[src/knob_turn_event_qualifier_unit_macros.svh]
// Assertion macros used by the knob turn event qualifier top level.
`ifndef KNOB_TURN_EVENT_QUALIFIER_UNIT_MACROS_SVH
`define KNOB_TURN_EVENT_QUALIFIER_UNIT_MACROS_SVH

// The consequent must hold in the same cycle as the antecedent.
`define KTEQ_ASSERT_SAME(lbl, clk, rst_n, ante, cons, msg) \
    lbl: assert property (@(posedge clk) disable iff (!rst_n) (ante) |-> (cons)) \
        else $error(msg);

// The consequent must hold in the cycle after the antecedent.
`define KTEQ_ASSERT_NEXT(lbl, clk, rst_n, ante, cons, msg) \
    lbl: assert property (@(posedge clk) disable iff (!rst_n) (ante) |=> (cons)) \
        else $error(msg);

`endif

[src/kteq_pkg.sv]
// Types, constants and reset values of the knob turn event qualifier.
`default_nettype none

package kteq_pkg;

    // Field widths.
    localparam int REQ_W   = 2;
    localparam int MS_W    = 16;
    localparam int DELTA_W = 11;
    localparam int IDX_W   = 3;
    localparam int THR_W   = 8;
    localparam int RATE_W  = 16;
    localparam int CODE_W  = 3;
    localparam int CFG_IDX_W  = 2;
    localparam int CFG_DATA_W = 16;

    // The tick accumulator never holds more than the threshold plus one delta.
    localparam int TICK_W = 16;
    localparam int MAG_W  = 11;

    // Ticks per second compared as ticks * 1000 against rate * milliseconds.
    localparam int MS_SCALE = 1000;
    localparam int LHS_W    = MAG_W + 10;
    localparam int CLAMP_W  = LHS_W + 1;
    localparam int RHS_W    = RATE_W + CLAMP_W;

    localparam int TIME_ACC_WIDTH_DEF = 32;

    // Register reset values.
    localparam logic [THR_W-1:0]  TICK_THR_RST   = THR_W'(5);
    localparam logic [RATE_W-1:0] FAST_RATE_RST  = RATE_W'(150);
    localparam logic [IDX_W-1:0]  REWARD_IDX_RST = IDX_W'(0);
    localparam logic [IDX_W-1:0]  FLUSH_IDX_RST  = IDX_W'(7);

    // Configuration register indexes.
    typedef enum logic [CFG_IDX_W-1:0] {
        CFG_TICK_THR   = 2'd0,
        CFG_FAST_RATE  = 2'd1,
        CFG_REWARD_IDX = 2'd2,
        CFG_FLUSH_IDX  = 2'd3
    } t_cfg_idx;

    // Request types.
    typedef enum logic [REQ_W-1:0] {
        REQ_POSITION = 2'd0,
        REQ_BUTTON   = 2'd1,
        REQ_INPUT    = 2'd2,
        REQ_ACK      = 2'd3
    } t_req_type;

    // Event codes.
    typedef enum logic [CODE_W-1:0] {
        EV_LEFT       = 3'd0,
        EV_LEFT_FAST  = 3'd1,
        EV_RIGHT      = 3'd2,
        EV_RIGHT_FAST = 3'd3,
        EV_PUSH       = 3'd4,
        EV_REWARD     = 3'd5,
        EV_FLUSH      = 3'd6
    } t_event;

    typedef struct packed {
        logic [THR_W-1:0]  tick_thr;
        logic [RATE_W-1:0] fast_rate;
        logic [IDX_W-1:0]  reward_idx;
        logic [IDX_W-1:0]  flush_idx;
    } t_cfg;

    // Knob state apart from the elapsed-time accumulator.
    typedef struct packed {
        logic signed [DELTA_W-1:0] last_delta;
        logic signed [TICK_W-1:0]  tick_accum;
        logic                      button_level;
        logic                      turn_pending;
    } t_knob_state;

    typedef struct packed {
        logic   valid;
        t_event code;
    } t_result;

endpackage

`default_nettype wire

[src/kteq_step.sv]
// Combinational next-state and event logic for one request.
`default_nettype none

module kteq_step import kteq_pkg::*; #(
    parameter int TIME_ACC_WIDTH = TIME_ACC_WIDTH_DEF
) (
    input  t_cfg                       i_cfg,
    input  t_req_type                  i_req_type,
    input  logic [MS_W-1:0]            i_elapsed_ms,
    input  logic signed [DELTA_W-1:0]  i_tick_delta,
    input  logic [IDX_W-1:0]           i_input_index,
    input  logic                       i_input_level,
    input  t_knob_state                i_state,
    input  logic [TIME_ACC_WIDTH-1:0]  i_time_accum,
    output t_knob_state                o_state,
    output logic [TIME_ACC_WIDTH-1:0]  o_time_accum,
    output t_result                    o_result
);

    logic                        last_pos, last_neg, delta_pos, delta_neg, reverse;
    logic signed [TICK_W-1:0]    delta_ext, tick_sum, tick_abs;
    logic [TIME_ACC_WIDTH:0]     time_wide;
    logic [TIME_ACC_WIDTH-1:0]   time_sum;
    logic [MAG_W-1:0]            mag;
    logic [CLAMP_W-1:0]          time_clamped;
    logic [LHS_W-1:0]            lhs;
    logic [RHS_W-1:0]            rhs;
    logic                        crossed, fast;

    // Direction reversal needs two nonzero deltas of opposite sign.
    assign last_pos  = !i_state.last_delta[DELTA_W-1] && (i_state.last_delta != '0);
    assign last_neg  = i_state.last_delta[DELTA_W-1];
    assign delta_pos = !i_tick_delta[DELTA_W-1] && (i_tick_delta != '0);
    assign delta_neg = i_tick_delta[DELTA_W-1];
    assign reverse   = (last_pos && delta_neg) || (last_neg && delta_pos);

    // Accumulate ticks and saturating elapsed time, or restart on reversal.
    assign delta_ext = {{(TICK_W-DELTA_W){i_tick_delta[DELTA_W-1]}}, i_tick_delta};
    assign tick_sum  = reverse ? delta_ext : i_state.tick_accum + delta_ext;
    assign time_wide = {1'b0, i_time_accum} + (TIME_ACC_WIDTH+1)'(i_elapsed_ms);
    assign time_sum  = reverse ? TIME_ACC_WIDTH'(i_elapsed_ms)
                     : (time_wide[TIME_ACC_WIDTH] ? '1 : time_wide[TIME_ACC_WIDTH-1:0]);

    // Magnitude stays below the threshold plus one delta, so it fits MAG_W bits.
    assign tick_abs = tick_sum[TICK_W-1] ? -tick_sum : tick_sum;
    assign mag      = tick_abs[MAG_W-1:0];
    assign crossed  = tick_abs > $signed({{(TICK_W-THR_W){1'b0}}, i_cfg.tick_thr});

    // Any time at or above the clamp point already beats the largest tick term,
    // so the time operand of the rate product can be clamped.
    generate
        if (TIME_ACC_WIDTH > CLAMP_W) begin : g_clamp
            assign time_clamped = (|time_sum[TIME_ACC_WIDTH-1:CLAMP_W-1])
                                ? {1'b1, {(CLAMP_W-1){1'b0}}}
                                : time_sum[CLAMP_W-1:0];
        end else begin : g_no_clamp
            assign time_clamped = CLAMP_W'(time_sum);
        end
    endgenerate

    // Fast turn when ticks * 1000 exceeds rate * milliseconds.
    assign lhs  = {{(LHS_W-MAG_W){1'b0}}, mag} * LHS_W'(MS_SCALE);
    assign rhs  = i_cfg.fast_rate * time_clamped;
    assign fast = RHS_W'(lhs) > rhs;

    // Request decode.
    always_comb begin
        o_state         = i_state;
        o_time_accum    = i_time_accum;
        o_result.valid  = 1'b0;
        o_result.code   = EV_LEFT;
        unique case (i_req_type)
            REQ_POSITION: begin
                o_state.last_delta = i_tick_delta;
                o_state.tick_accum = tick_sum;
                o_time_accum       = time_sum;
                if (crossed) begin
                    o_state.tick_accum   = '0;
                    o_time_accum         = '0;
                    o_state.turn_pending = 1'b1;
                    o_result.valid       = !i_state.turn_pending;
                    if (tick_sum[TICK_W-1]) begin
                        o_result.code = fast ? EV_RIGHT_FAST : EV_RIGHT;
                    end else begin
                        o_result.code = fast ? EV_LEFT_FAST : EV_LEFT;
                    end
                end
            end
            REQ_BUTTON: begin
                o_state.button_level = i_input_level;
                o_state.tick_accum   = '0;
                o_time_accum         = '0;
                o_result.valid       = !i_input_level && i_state.button_level;
                o_result.code        = EV_PUSH;
            end
            REQ_INPUT: begin
                if (i_input_level && (i_input_index == i_cfg.reward_idx)) begin
                    o_result.valid = 1'b1;
                    o_result.code  = EV_REWARD;
                end else if (i_input_level && (i_input_index == i_cfg.flush_idx)) begin
                    o_result.valid = 1'b1;
                    o_result.code  = EV_FLUSH;
                end
            end
            REQ_ACK: begin
                o_state.turn_pending = 1'b0;
            end
            default: begin
                o_state = i_state;
            end
        endcase
    end

endmodule

`default_nettype wire

[src/knob_turn_event_qualifier_unit.sv]
// Knob turn event qualifier: top level with request, result and config ports.
//
// Turns knob position, knob button and digital input requests into front-panel
// events. One request is taken per clock while the input side is not stalled;
// an event from a request shows on the result port once the result register
// loads it (the input register feeds the result register through one stage of
// logic). The whole update of a request, including the single 16 x 22 bit rate
// multiply, is done in the one stage between those registers. The input side
// stalls only while a result waits in the result register under downstream
// stall. Configuration writes are always ready and take effect at once; write
// them only while no request is in flight. No clearing pass after reset.
`default_nettype none
`include "knob_turn_event_qualifier_unit_macros.svh"

module knob_turn_event_qualifier_unit import kteq_pkg::*; #(
    parameter int TIME_ACC_WIDTH = TIME_ACC_WIDTH_DEF
) (
    input  logic                       i_clk,
    input  logic                       i_rst_n,
    // Request channel
    input  logic                       i_valid,
    output logic                       o_stall,
    input  logic [REQ_W-1:0]           i_req_type,
    input  logic [MS_W-1:0]            i_elapsed_ms,
    input  logic signed [DELTA_W-1:0]  i_tick_delta,
    input  logic [IDX_W-1:0]           i_input_index,
    input  logic                       i_input_level,
    // Result channel
    output logic                       o_valid,
    input  logic                       i_stall,
    output logic [CODE_W-1:0]          o_event_code,
    // Configuration write channel
    input  logic                       i_cfg_valid,
    output logic                       o_cfg_ready,
    input  logic [CFG_IDX_W-1:0]       i_cfg_index,
    input  logic [CFG_DATA_W-1:0]      i_cfg_data
);

    t_cfg                       r_cfg;
    logic                       r_in_valid;
    t_req_type                  r_req_type;
    logic [MS_W-1:0]            r_elapsed_ms;
    logic signed [DELTA_W-1:0]  r_tick_delta;
    logic [IDX_W-1:0]           r_input_index;
    logic                       r_input_level;
    t_knob_state                r_state;
    t_knob_state                n_state;
    logic [TIME_ACC_WIDTH-1:0]  r_time_accum;
    logic [TIME_ACC_WIDTH-1:0]  n_time_accum;
    t_result                    step_result;
    logic                       r_out_valid;
    t_event                     r_out_code;
    logic                       out_free;
    logic                       proc;
    logic                       accum_in_range;
    logic                       turn_reported;
    logic                       ack_taken;

    // Configuration registers.
    assign o_cfg_ready = 1'b1;

    always_ff @(posedge i_clk) begin
        if (!i_rst_n) begin
            r_cfg.tick_thr   <= TICK_THR_RST;
            r_cfg.fast_rate  <= FAST_RATE_RST;
            r_cfg.reward_idx <= REWARD_IDX_RST;
            r_cfg.flush_idx  <= FLUSH_IDX_RST;
        end else if (i_cfg_valid) begin
            unique case (t_cfg_idx'(i_cfg_index))
                CFG_TICK_THR:   r_cfg.tick_thr   <= i_cfg_data[THR_W-1:0];
                CFG_FAST_RATE:  r_cfg.fast_rate  <= i_cfg_data[RATE_W-1:0];
                CFG_REWARD_IDX: r_cfg.reward_idx <= i_cfg_data[IDX_W-1:0];
                CFG_FLUSH_IDX:  r_cfg.flush_idx  <= i_cfg_data[IDX_W-1:0];
                default:        r_cfg            <= r_cfg;
            endcase
        end
    end

    // The stage works whenever the result register is free to load.
    assign out_free = !r_out_valid || !i_stall;
    assign proc     = r_in_valid && out_free;
    assign o_stall  = r_in_valid && !out_free;

    // Input register.
    always_ff @(posedge i_clk) begin
        if (!i_rst_n) begin
            r_in_valid <= 1'b0;
        end else if (!o_stall) begin
            r_in_valid <= i_valid;
        end
    end

    always_ff @(posedge i_clk) begin
        if (i_valid && !o_stall) begin
            r_req_type    <= t_req_type'(i_req_type);
            r_elapsed_ms  <= i_elapsed_ms;
            r_tick_delta  <= i_tick_delta;
            r_input_index <= i_input_index;
            r_input_level <= i_input_level;
        end
    end

    // Request evaluation.
    kteq_step #(
        .TIME_ACC_WIDTH (TIME_ACC_WIDTH)
    ) u_step (
        .i_cfg         (r_cfg),
        .i_req_type    (r_req_type),
        .i_elapsed_ms  (r_elapsed_ms),
        .i_tick_delta  (r_tick_delta),
        .i_input_index (r_input_index),
        .i_input_level (r_input_level),
        .i_state       (r_state),
        .i_time_accum  (r_time_accum),
        .o_state       (n_state),
        .o_time_accum  (n_time_accum),
        .o_result      (step_result)
    );

    // Knob state.
    always_ff @(posedge i_clk) begin
        if (!i_rst_n) begin
            r_state      <= '0;
            r_time_accum <= '0;
        end else if (proc) begin
            r_state      <= n_state;
            r_time_accum <= n_time_accum;
        end
    end

    // Result register.
    always_ff @(posedge i_clk) begin
        if (!i_rst_n) begin
            r_out_valid <= 1'b0;
        end else if (out_free) begin
            r_out_valid <= proc && step_result.valid;
        end
    end

    always_ff @(posedge i_clk) begin
        if (proc && step_result.valid) begin
            r_out_code <= step_result.code;
        end
    end

    assign o_valid      = r_out_valid;
    assign o_event_code = r_out_code;

    // Conditions watched by the assertions below.
    assign accum_in_range = (r_state.tick_accum <= 16'sd255) && (r_state.tick_accum >= -16'sd255);
    assign turn_reported  = proc && step_result.valid &&
                            (step_result.code inside {EV_LEFT, EV_LEFT_FAST, EV_RIGHT,
                                                      EV_RIGHT_FAST});
    assign ack_taken      = proc && (r_req_type == REQ_ACK);

    // The tick accumulator is cleared whenever its magnitude passes the threshold.
    `KTEQ_ASSERT_SAME(a_accum_bound, i_clk, i_rst_n, 1'b1, accum_in_range, "tick accumulator out of range")

    // A reported turn leaves the pending flag set.
    `KTEQ_ASSERT_NEXT(a_turn_sets_pending, i_clk, i_rst_n, turn_reported, r_state.turn_pending, "turn event without pending flag")

    // An acknowledge clears the pending flag and reports nothing.
    `KTEQ_ASSERT_NEXT(a_ack_clears, i_clk, i_rst_n, ack_taken, !r_state.turn_pending && !r_out_valid, "acknowledge did not clear pending flag")

endmodule

`default_nettype wire
[config.mk]
export PLATFORM = sky130hd
export DESIGN_NAME = knob_turn_event_qualifier_unit
export DESIGN_NICKNAME = d
export VERILOG_FILES = /design/src/kteq_pkg.sv /design/src/kteq_step.sv /design/src/knob_turn_event_qualifier_unit.sv
export VERILOG_INCLUDE_DIRS = /design/src /design/src/src
export SDC_FILE = /design/constraint.sdc
export NUM_CORES = 1
export LEC_CHECK = 0
export ABC_AREA = 1
export BUFFER_PORTS_ARGS = -buffer_cell sky130_fd_sc_hd__buf_2
export CORE_ASPECT_RATIO = 1.1
export CORE_MARGIN = 1.5
export CORE_UTILIZATION = 30
export CTS_CLUSTER_DIAMETER = 200
export DETAILED_ROUTE_END_ITERATION = 12
export SLEW_MARGIN = 5
export SYNTH_ARGS = -nofsm -noshare
export SYNTH_HDL_FRONTEND = slang
export SYNTH_SLANG_ARGS = --single-unit
[constraint.sdc]
create_clock -name i_clk -period 10.51 [get_ports i_clk]
set_input_delay 0.5255 -clock i_clk [delete_from_list [all_inputs] [get_ports i_clk]]
set_output_delay 0.5255 -clock i_clk [all_outputs]
set_load 0.1 [all_outputs]
-- Word level (Yosys, flattened, before mapping)
Cells that the tools add are included.
- register bits: 129
- output and inout port bits: 6
- logic and storage cells: 87
- $add $sub $neg: 3
- multiply operators: 2
- $lt $le $gt $ge: 2
- equal/unequal tests: 9
- muxes and demuxes: 18
- reductions and logical operators: 36
- operator list (cell ; count):
    $mux W32 ; 3
    $pmux W32 S2 ; 1
    $mux W16 ; 3
    $gt A21 B38 Y1 ; 1
    $mul A16 B22 Y38 ; 1
    $add A32 B16 Y33 ; 1
    $pmux W16 S2 ; 1
    $mux W22 ; 1
    $reduce_bool A11 Y1 ; 2
    $mul A11 B7 Y18 const B ; 1
    $add A16 B11 Y16 ; 1
    $gt A16 B9 Y1 ; 1
    $neg A16 Y16 ; 1
    $reduce_and A2 Y1 ; 7
    $mux W4 ; 3
    $pmux W4 S3 ; 1
    $logic_and A1 B1 Y1 ; 11
    $reduce_or A11 Y1 ; 1
    $eq A2 B2 Y1 const B ; 4
    $logic_not A1 Y1 ; 8
    $eq A3 B3 Y1 ; 2
    $eq A2 B1 Y1 const B ; 2
    $logic_not A2 Y1 ; 2
    $reduce_bool A2 Y1 ; 2
    other kinds (6) ; 9

-- Longest topological paths before layout
Gate-level depths: netlist of the first run.
- word-level depth: 14
- mapped depth: 54
- depth with buffers taken out: 53

-- Cells and area by module
A second synthesis of the first run with hierarchy kept.
- cell total of the unflattened synthesis: 3367
- area, all modules: 24009.3 um^2
- modules (own cells, without submodules) (module ; times used ; cells an instance ; area an instance (um^2) ; seq. area each (um^2)):
    kteq_step ; 1 ; 2792 ; 18913.1 ; 0.0
    knob_turn_event_qualifier_unit ; 1 ; 575 ; 5096.1 ; 2942.8

-- Worst setup path before layout of the first run
No wires, ideal clock.
- path type: register to register
- start point: register r_elapsed_ms[0]
- end point: register r_out_code[0] (netlist: o_event_code[0]) (data pin)
- arrival time: 8.308 ns
- data required time: 10.256 ns
- slack: 1.949 ns
- cell stages (with the launch flop): 48
- period minus slack after synthesis: 8.561 ns
- cell sequence: edfxtp_1 > ha_1 > fa_1 > nand2_1 > nand2_1 > and2_4 > a21o_1 > nand3_1 > nand2_1 > nand2_4 > nand3_1 > nand2_1 > nand2_1 > nor2_1 > nand2_1 > nor2_4 > inv_4 > nor2_1 > [12 not listed] > inv_1 > ha_1 > a21oi_1 > o21ai_0 > o21bai_1 > or2_2 > a21oi_1 > xor2_1 > ha_1 > nand3_1 > nor2_1 > nand4_1 > nor2_1 > nand3_1 > nand2_1 > nor2_1 > nand2_1 > nand2_1
- RTL lines (item ; RTL line ; text):
    start, declared ; knob_turn_event_qualifier_unit.sv:42 ; logic [MS_W-1:0] r_elapsed_ms;
    start signal, assigned ; knob_turn_event_qualifier_unit.sv:96 ; r_elapsed_ms <= i_elapsed_ms;
    end signal, assigned ; knob_turn_event_qualifier_unit.sv:142 ; r_out_code <= step_result.code;
    end, declared ; knob_turn_event_qualifier_unit.sv:52 ; t_event r_out_code;

==> results of run 1 <==
## worst min-delay path by stage
stage	startpoint	end	slack [ns]	cells past startpoint
global placement	r_cfg[5]$_SDFFE_PN0P_	r_cfg[5]$_SDFFE_PN0P_	0.45	2
finish	i_req_type[1]	r_req_type[1]$_DFFE_PP_	0.24	1
CTS	i_req_type[1]	r_req_type[1]$_DFFE_PP_	0.23	1
detailed placement	r_cfg[5]$_SDFFE_PN0P_	r_cfg[5]$_SDFFE_PN0P_	0.45	2
floorplan	r_state[1]$_SDFFE_PN0P_	r_state[1]$_SDFFE_PN0P_	0.43	2
global route	i_tick_delta[7]	r_tick_delta[7]$_DFFE_PP_	0.23	1
## critical path, delay by kind of cell (launching register included)
family	cells	cell delay, ns
AOI/OAI and AO/OA	4	0.66
xor gates and xnor gates	1	0.25
adders and majority gates	10	4.26
buffers and inverters	6	0.48
DFF	1	0.39
and+or+nand+nor	27	3.48
## stage by stage
| step | cells | cell area (um2) | hold slack (ns) |
|---|---|---|---|
| after floorplan | 2971 | 22400 | 0.430 |
| after global placement | 3920 | 23600 | 0.450 |
| after detailed placement | 3920 | 23600 | 0.449 |
| after CTS | 3952 | 24200 | 0.227 |
| after global routing | 3952 | 24200 | 0.233 |
| final | 3952 | 24200 | 0.245 |
## sequential cells by signal, indices dropped and copies added, names as in the netlist
signal and cells:
o_event_code 3, r_input_index 3, r_cfg 30, r_time_accum 32, r_tick_delta 11, o_valid 1
r_input_level 1, r_req_type 2, r_state 29, r_elapsed_ms 16, r_in_valid 1
## cell usage after synthesis, drive strengths merged (2+ instances only)
cell and count:
xnor2 22, nand2 670, inv 602, o31ai 3, o21bai 13, o211ai 6, clkbuf 51, o21ai 85
or2 9, nand3b 11, and2 2, nor4 6, fa 315, o21a 3, edfxtp 36, nand4 42
nand3 128, a21boi 6, xor2 51, o22ai 15, a211oi 3, a31oi 5, dfxtp 93, buf 31
clkinv 8, a21oi 162, ha 211, nor3 16, nor2 344, a21o 11
## layer usage
layer  vias to the layer above  part of all wire [%]
met3                        97                   5.0
met2                       546                    48
li1                       9181                     -
met4                         0                   2.9
met5                         -                     0
met1                      9234                    44
## kinds of logic (layout without fill, tap and decap cells)
| kind of cell | after synthesis | count (layout) |
|---|---|---|
| AOI/OAI and AO/OA | 320 | 320 |
| xor gates and xnor gates | 73 | 73 |
| adders and majority gates | 526 | 526 |
| buffers and inverters | 692 | 719 |
| DFF | 129 | 129 |
| other | 1 | 1 |
| and+or+nand+nor | 1230 | 1230 |
## layout make-up
| type | count | area [um2] | area share (%) |
|---|---|---|---|
| sequential | 129 | 2940 | 12.2 |
| tap | 954 | 1190 | 4.94 |
| inverter | 610 | 2290 | 9.49 |
| clock inverter | 15 | 163 | 0.673 |
| multi-input combinational | 2150 | 16700 | 69.2 |
| timing repair buffer | 77 | 428 | 1.77 |
| clock buffer | 17 | 425 | 1.76 |
==> results.ini, run 1 <==
[grt]
antenna_found_initial=0
grt_util_met1_pct=23.4
grt_max_degree=53
grt_pass1_vias=18800
busiest_layer=met2
grt.total_usage_pct=17.9
global_route.usage.met2_pct=31.3
grt-ovfl-total=0
grt_util_met3_pct=1.84
grt_pass1_wl_um=106000

[routing]
drt-initial-drc-count=1402
wire_per_inst_um=17.3
drc=0
dr_total_vias=19100
drt-total-wl_um=68200
viasPerCell=4.82
antenna_left=0
drtPass1Iterations=5

[synthesis]
synth_fa_ha_area_share_pct=40.0
synth.area.top_cells=fa_1, ha_1, nand2_1
avgSynthCellArea_um2=7.53
yosys_warnings=0
yosysSeqAreaShare_pct=13.2
synth_seq_cells=129
synth.distinct_cells=62
yosys.area_share.simple_pct=23.5
syn_area_um2=22400
synth-edff-count=36
syn_inst=2971
synth_mux_area_share_pct=0
synth_compound_area_share_pct=8.36
synth_xor_area_share_pct=2.86
synthesis.nets=3553
synth_top_family_by_area=adder cells
synth_top_cell_by_area=fa_1
synth_top_flop_cell=dfxtp_1
async_flop_share_pct=0
yosysTopAreaCellShare_pct=28.2

[sta]
hold_violations=0
rsz0062_at_grt=false
max_clock_freq_mhz=102
worst_pin_slew_ns=1.01
setup_ws_ns=0.700
drv_slew=0
setup_violations=0
layout_min_cycle_time_ns=9.81
finalClockSkew_ns=0.00990
fin_tns_setup_ns=0
relSlewSlack_pct=32.7
period_share_pct=93.3

[finish]
mostFrequentLayoutCells=nand2_1, inv_1, nor2_1
fin_util_pct=32.9
final_common_cell=nand2_1
fin_nets=3567
fill_cells=7828
drive_above_1_share_pct=7.20
diodes=0
area_growth_pct=8.03

[placed_design]
dp.final_hpwl_um=56300
numPortBuffers=60
pre_cts_ws_ns=0.557
gp_congestion=0.925

[floorplan]
dieHeight_um=289
initial_core_util_pct=30.4
fp.dieArea_um2=76200
chipWidth_um=263
core-area_um2=73500
core.rowCount=104
ioPinCount=62

[clock_tree]
clk_pin_slew_ns=0.07
ctsRootBufferMaster=clkbuf_16
post_cts_buffers=0
clock_path_buffers=2
h-tree-depth=4
cts_buffers=17
hold_buffers=0
cts_resized=0
clock_sinks=129
cts_tree=built
clock_latency_ns=0.45

[setup_path]
cp_common_cell=nand2_1
end_kind=flip-flop
start_kind=flip-flop
cp-endpoint=o_event_code[0]$_DFFE_PP_
ff2ff_path_depth=48
critPathMaxStageDelay_ns=0.59
critPathLaunch=r_elapsed_ms[0]$_DFFE_PP_
rrSetupSlack_ns=0.70
crit_slowest_cell=nor2_2
r2r_start=r_elapsed_ms[0]$_DFFE_PP_
cp.arrival_ns=10.01
critPathRequiredTime_ns=10.71
r2r-end=o_event_code[0]$_DFFE_PP_
path_class=flip-flop to flip-flop
cp_max_fo=28

[worst_hold_path]
hold_class=input port to flip-flop

[outcome]
outcome=completed

[flow_run]
maxCapViolCount=0

Power of run 1 is not shown: default switching activity piles up to over one toggle a cycle in this logic, so the estimate is an artifact.
==> run 2, diff against run 1 <==
==> constraint.sdc (replaced) <==
create_clock -name i_clk -period 12.6 [get_ports i_clk]
set_input_delay 0.63 -clock i_clk [delete_from_list [all_inputs] [get_ports i_clk]]
set_output_delay 0.63 -clock i_clk [all_outputs]
set_load 0.1 [all_outputs]
==> run 2 against run 1 <==
Effect of this change: utilization is 0.055 points lower; count of clock-buffer cells in the layout stayed put; die area stayed put; global-route usage is 0.064 points lower; maximum frequency is 6.4% lower; clock skew is 0.0017 ns higher; critical endpoint unchanged; via count is 0.15% lower; highest routed layer unchanged; first-iteration DRC count is 18% lower; largest cell class unchanged; critical path depth is 2 lower; design area is 0.17% lower.
==> results.ini, run 2 (synthesis gave the netlist of run 1 again) <==
[setup_path]
ff2ff_path_depth=46  ; was 48
crit_slowest_cell=nor2_1  ; was nor2_2
start_kind=flip-flop  ; unchanged
critPathRequiredTime_ns=12.81  ; was 10.71 ns
cp_max_fo=28  ; unchanged
cp_common_cell=nand2_1  ; unchanged
cp.arrival_ns=10.69  ; was 10.01 ns
rrSetupSlack_ns=2.12  ; was 0.70 ns
path_class=flip-flop to flip-flop  ; unchanged
critPathMaxStageDelay_ns=0.96  ; was 0.59 ns
r2r-end=o_event_code[0]$_DFFE_PP_  ; unchanged
end_kind=flip-flop  ; unchanged
r2r_start=r_elapsed_ms[0]$_DFFE_PP_  ; unchanged

[grt]
grt_max_degree=50  ; was 53
antenna_found_initial=0  ; unchanged
grt_pass1_vias=19400  ; was 18800
grt.total_usage_pct=17.9  ; about the same
grt_pass1_wl_um=106000  ; about the same
grt-ovfl-total=0  ; unchanged

[routing]
wl_met2_um=32900  ; about the same
met3_length_um=3440  ; was 3400 um
drt-initial-drc-count=1150  ; was 1402
wire_per_inst_um=17.0  ; was 17.3 um
wl_met1_um=29000  ; was 30000 um
viasPerCell=4.82  ; about the same
antenna_left=0  ; unchanged
drc=0  ; unchanged
dr_total_vias=19000  ; was 19100
drtPass1Iterations=6  ; was 5
top_layer=met4  ; unchanged
drt-total-wl_um=67000  ; was 68200 um

[sta]
setup_violations=0  ; unchanged
hold_violations=0  ; unchanged
finalClockSkew_ns=0.0117  ; was 0.00990 ns
fin_hold_ws_ns=0.342  ; was 0.245 ns
drv_slew=0  ; unchanged
relSlewSlack_pct=22.3  ; was 32.7%
layout_min_cycle_time_ns=10.48  ; was 9.81 ns
rsz0062_at_grt=false  ; unchanged
max_clock_freq_mhz=95.4  ; was 102 MHz
period_share_pct=83.2  ; was 93.3%
worst_pin_slew_ns=1.16  ; was 1.01 ns
fin_tns_setup_ns=0  ; unchanged

[clock_tree]
clk_pin_slew_ns=0.06  ; was 0.07 ns
cts_tree=built  ; unchanged
hold_buffers=0  ; unchanged
post_cts_buffers=0  ; unchanged
h-tree-depth=4  ; unchanged
cts_resized=0  ; unchanged
cts_buffers=17  ; unchanged
ctsRootBufferMaster=clkbuf_16  ; unchanged
clock_sinks=129  ; unchanged
clock_latency_ns=0.46  ; was 0.45 ns
clock_path_buffers=2  ; unchanged

[floorplan]
initial_core_util_pct=30.4  ; unchanged
core-area_um2=73500  ; unchanged
ioPinCount=62  ; unchanged
chipWidth_um=263  ; unchanged
dieHeight_um=289  ; unchanged
fp.dieArea_um2=76200  ; unchanged
core.rowCount=104  ; unchanged

[flow_run]
maxCapViolCount=0  ; unchanged

[outcome]
outcome=completed  ; unchanged

[worst_hold_path]
min_to=r_tick_delta[2]$_DFFE_PP_  ; was r_req_type[1]$_DFFE_PP_
hold_class=input port to flip-flop  ; unchanged
holdCritStartpoint=i_tick_delta[2]  ; was i_req_type[1]
min_path_cells=1  ; unchanged

[finish]
diodes=0  ; unchanged
largest_register_ffs=32  ; unchanged
reg.largest.list=r_time_accum (32), r_cfg (30), r_state (29)  ; unchanged
fin_nets=3564  ; was 3567
drive_above_1_share_pct=7.11  ; was 7.20%
area_growth_pct=7.85  ; was 8.03%
top_register=r_time_accum  ; unchanged
final_cell_area_um2=24100  ; was 24200 um2
mostFrequentLayoutCells=nand2_1, inv_1, nor2_1  ; unchanged
final_common_cell=nand2_1  ; unchanged
fill_cells=7849  ; was 7828

[placed_design]
gp_congestion=0.931  ; was 0.925
postPlaceCellArea_um2=23500  ; was 23600 um2
dp.final_hpwl_um=54800  ; was 56300 um
numPortBuffers=60  ; unchanged

==> run 2: critical path, delay by kind of cell, from the launching register on <==
family / cells / cell delay (ns)
fa+ha+maj: 10 / 4.51
compound gates: 5 / 0.90
simple gates: 24 / 3.70
flops: 1 / 0.39
xor+xnor: 1 / 0.12
buf+inv: 6 / 0.58
==> run 2: final cells by class <==
type                    instances  area [um2]  share of cell area [%]
inverters                     610        2290                    9.50
clock buffers                  17         425                    1.76
well taps                     954        1190                    4.95
repair buffers                 74         405                    1.68
multi-input cells            2150       16700                    69.3
flip-flops and latches        129        2940                    12.2
clock inverters                15         150                   0.622
==> run 2: layer usage <==
layer / track usage, % / vias up
met1: 22.7 / 9258
met2: 31.7 / 513
met5: 0 / -
met3: 2.30 / 85
met4: 5.45 / 0
li1: - / 9174
==> run 2: how the worst max path moves through the flow <==
stage / cells after the start / start / end / slack (ns)
global route: 46 / r_elapsed_ms[0]$_DFFE_PP_ / o_event_code[0]$_DFFE_PP_ / 1.41
global placement: 46 / r_elapsed_ms[0]$_DFFE_PP_ / o_event_code[0]$_DFFE_PP_ / 2.29
detailed placement: 46 / r_elapsed_ms[0]$_DFFE_PP_ / o_event_code[0]$_DFFE_PP_ / 2.15
finish: 46 / r_elapsed_ms[0]$_DFFE_PP_ / o_event_code[0]$_DFFE_PP_ / 2.12
floorplan: 47 / r_elapsed_ms[0]$_DFFE_PP_ / o_event_code[0]$_DFFE_PP_ / 4.04
CTS: 46 / r_elapsed_ms[0]$_DFFE_PP_ / o_event_code[0]$_DFFE_PP_ / 2.13
==> run 2: stage by stage <==
step / utilization (%) / worst slack (ns) / instances
after CTS: 32.8 / 2.13 / 3949
after detailed placement: 32.0 / 2.15 / 3917
after global placement: 32.0 / 2.29 / 3917
after floorplan: - / 4.04 / 2971
final: 32.8 / 2.12 / 3949
after global routing: 32.8 / 1.41 / 3949
Power of run 2 is left out for the same reason.
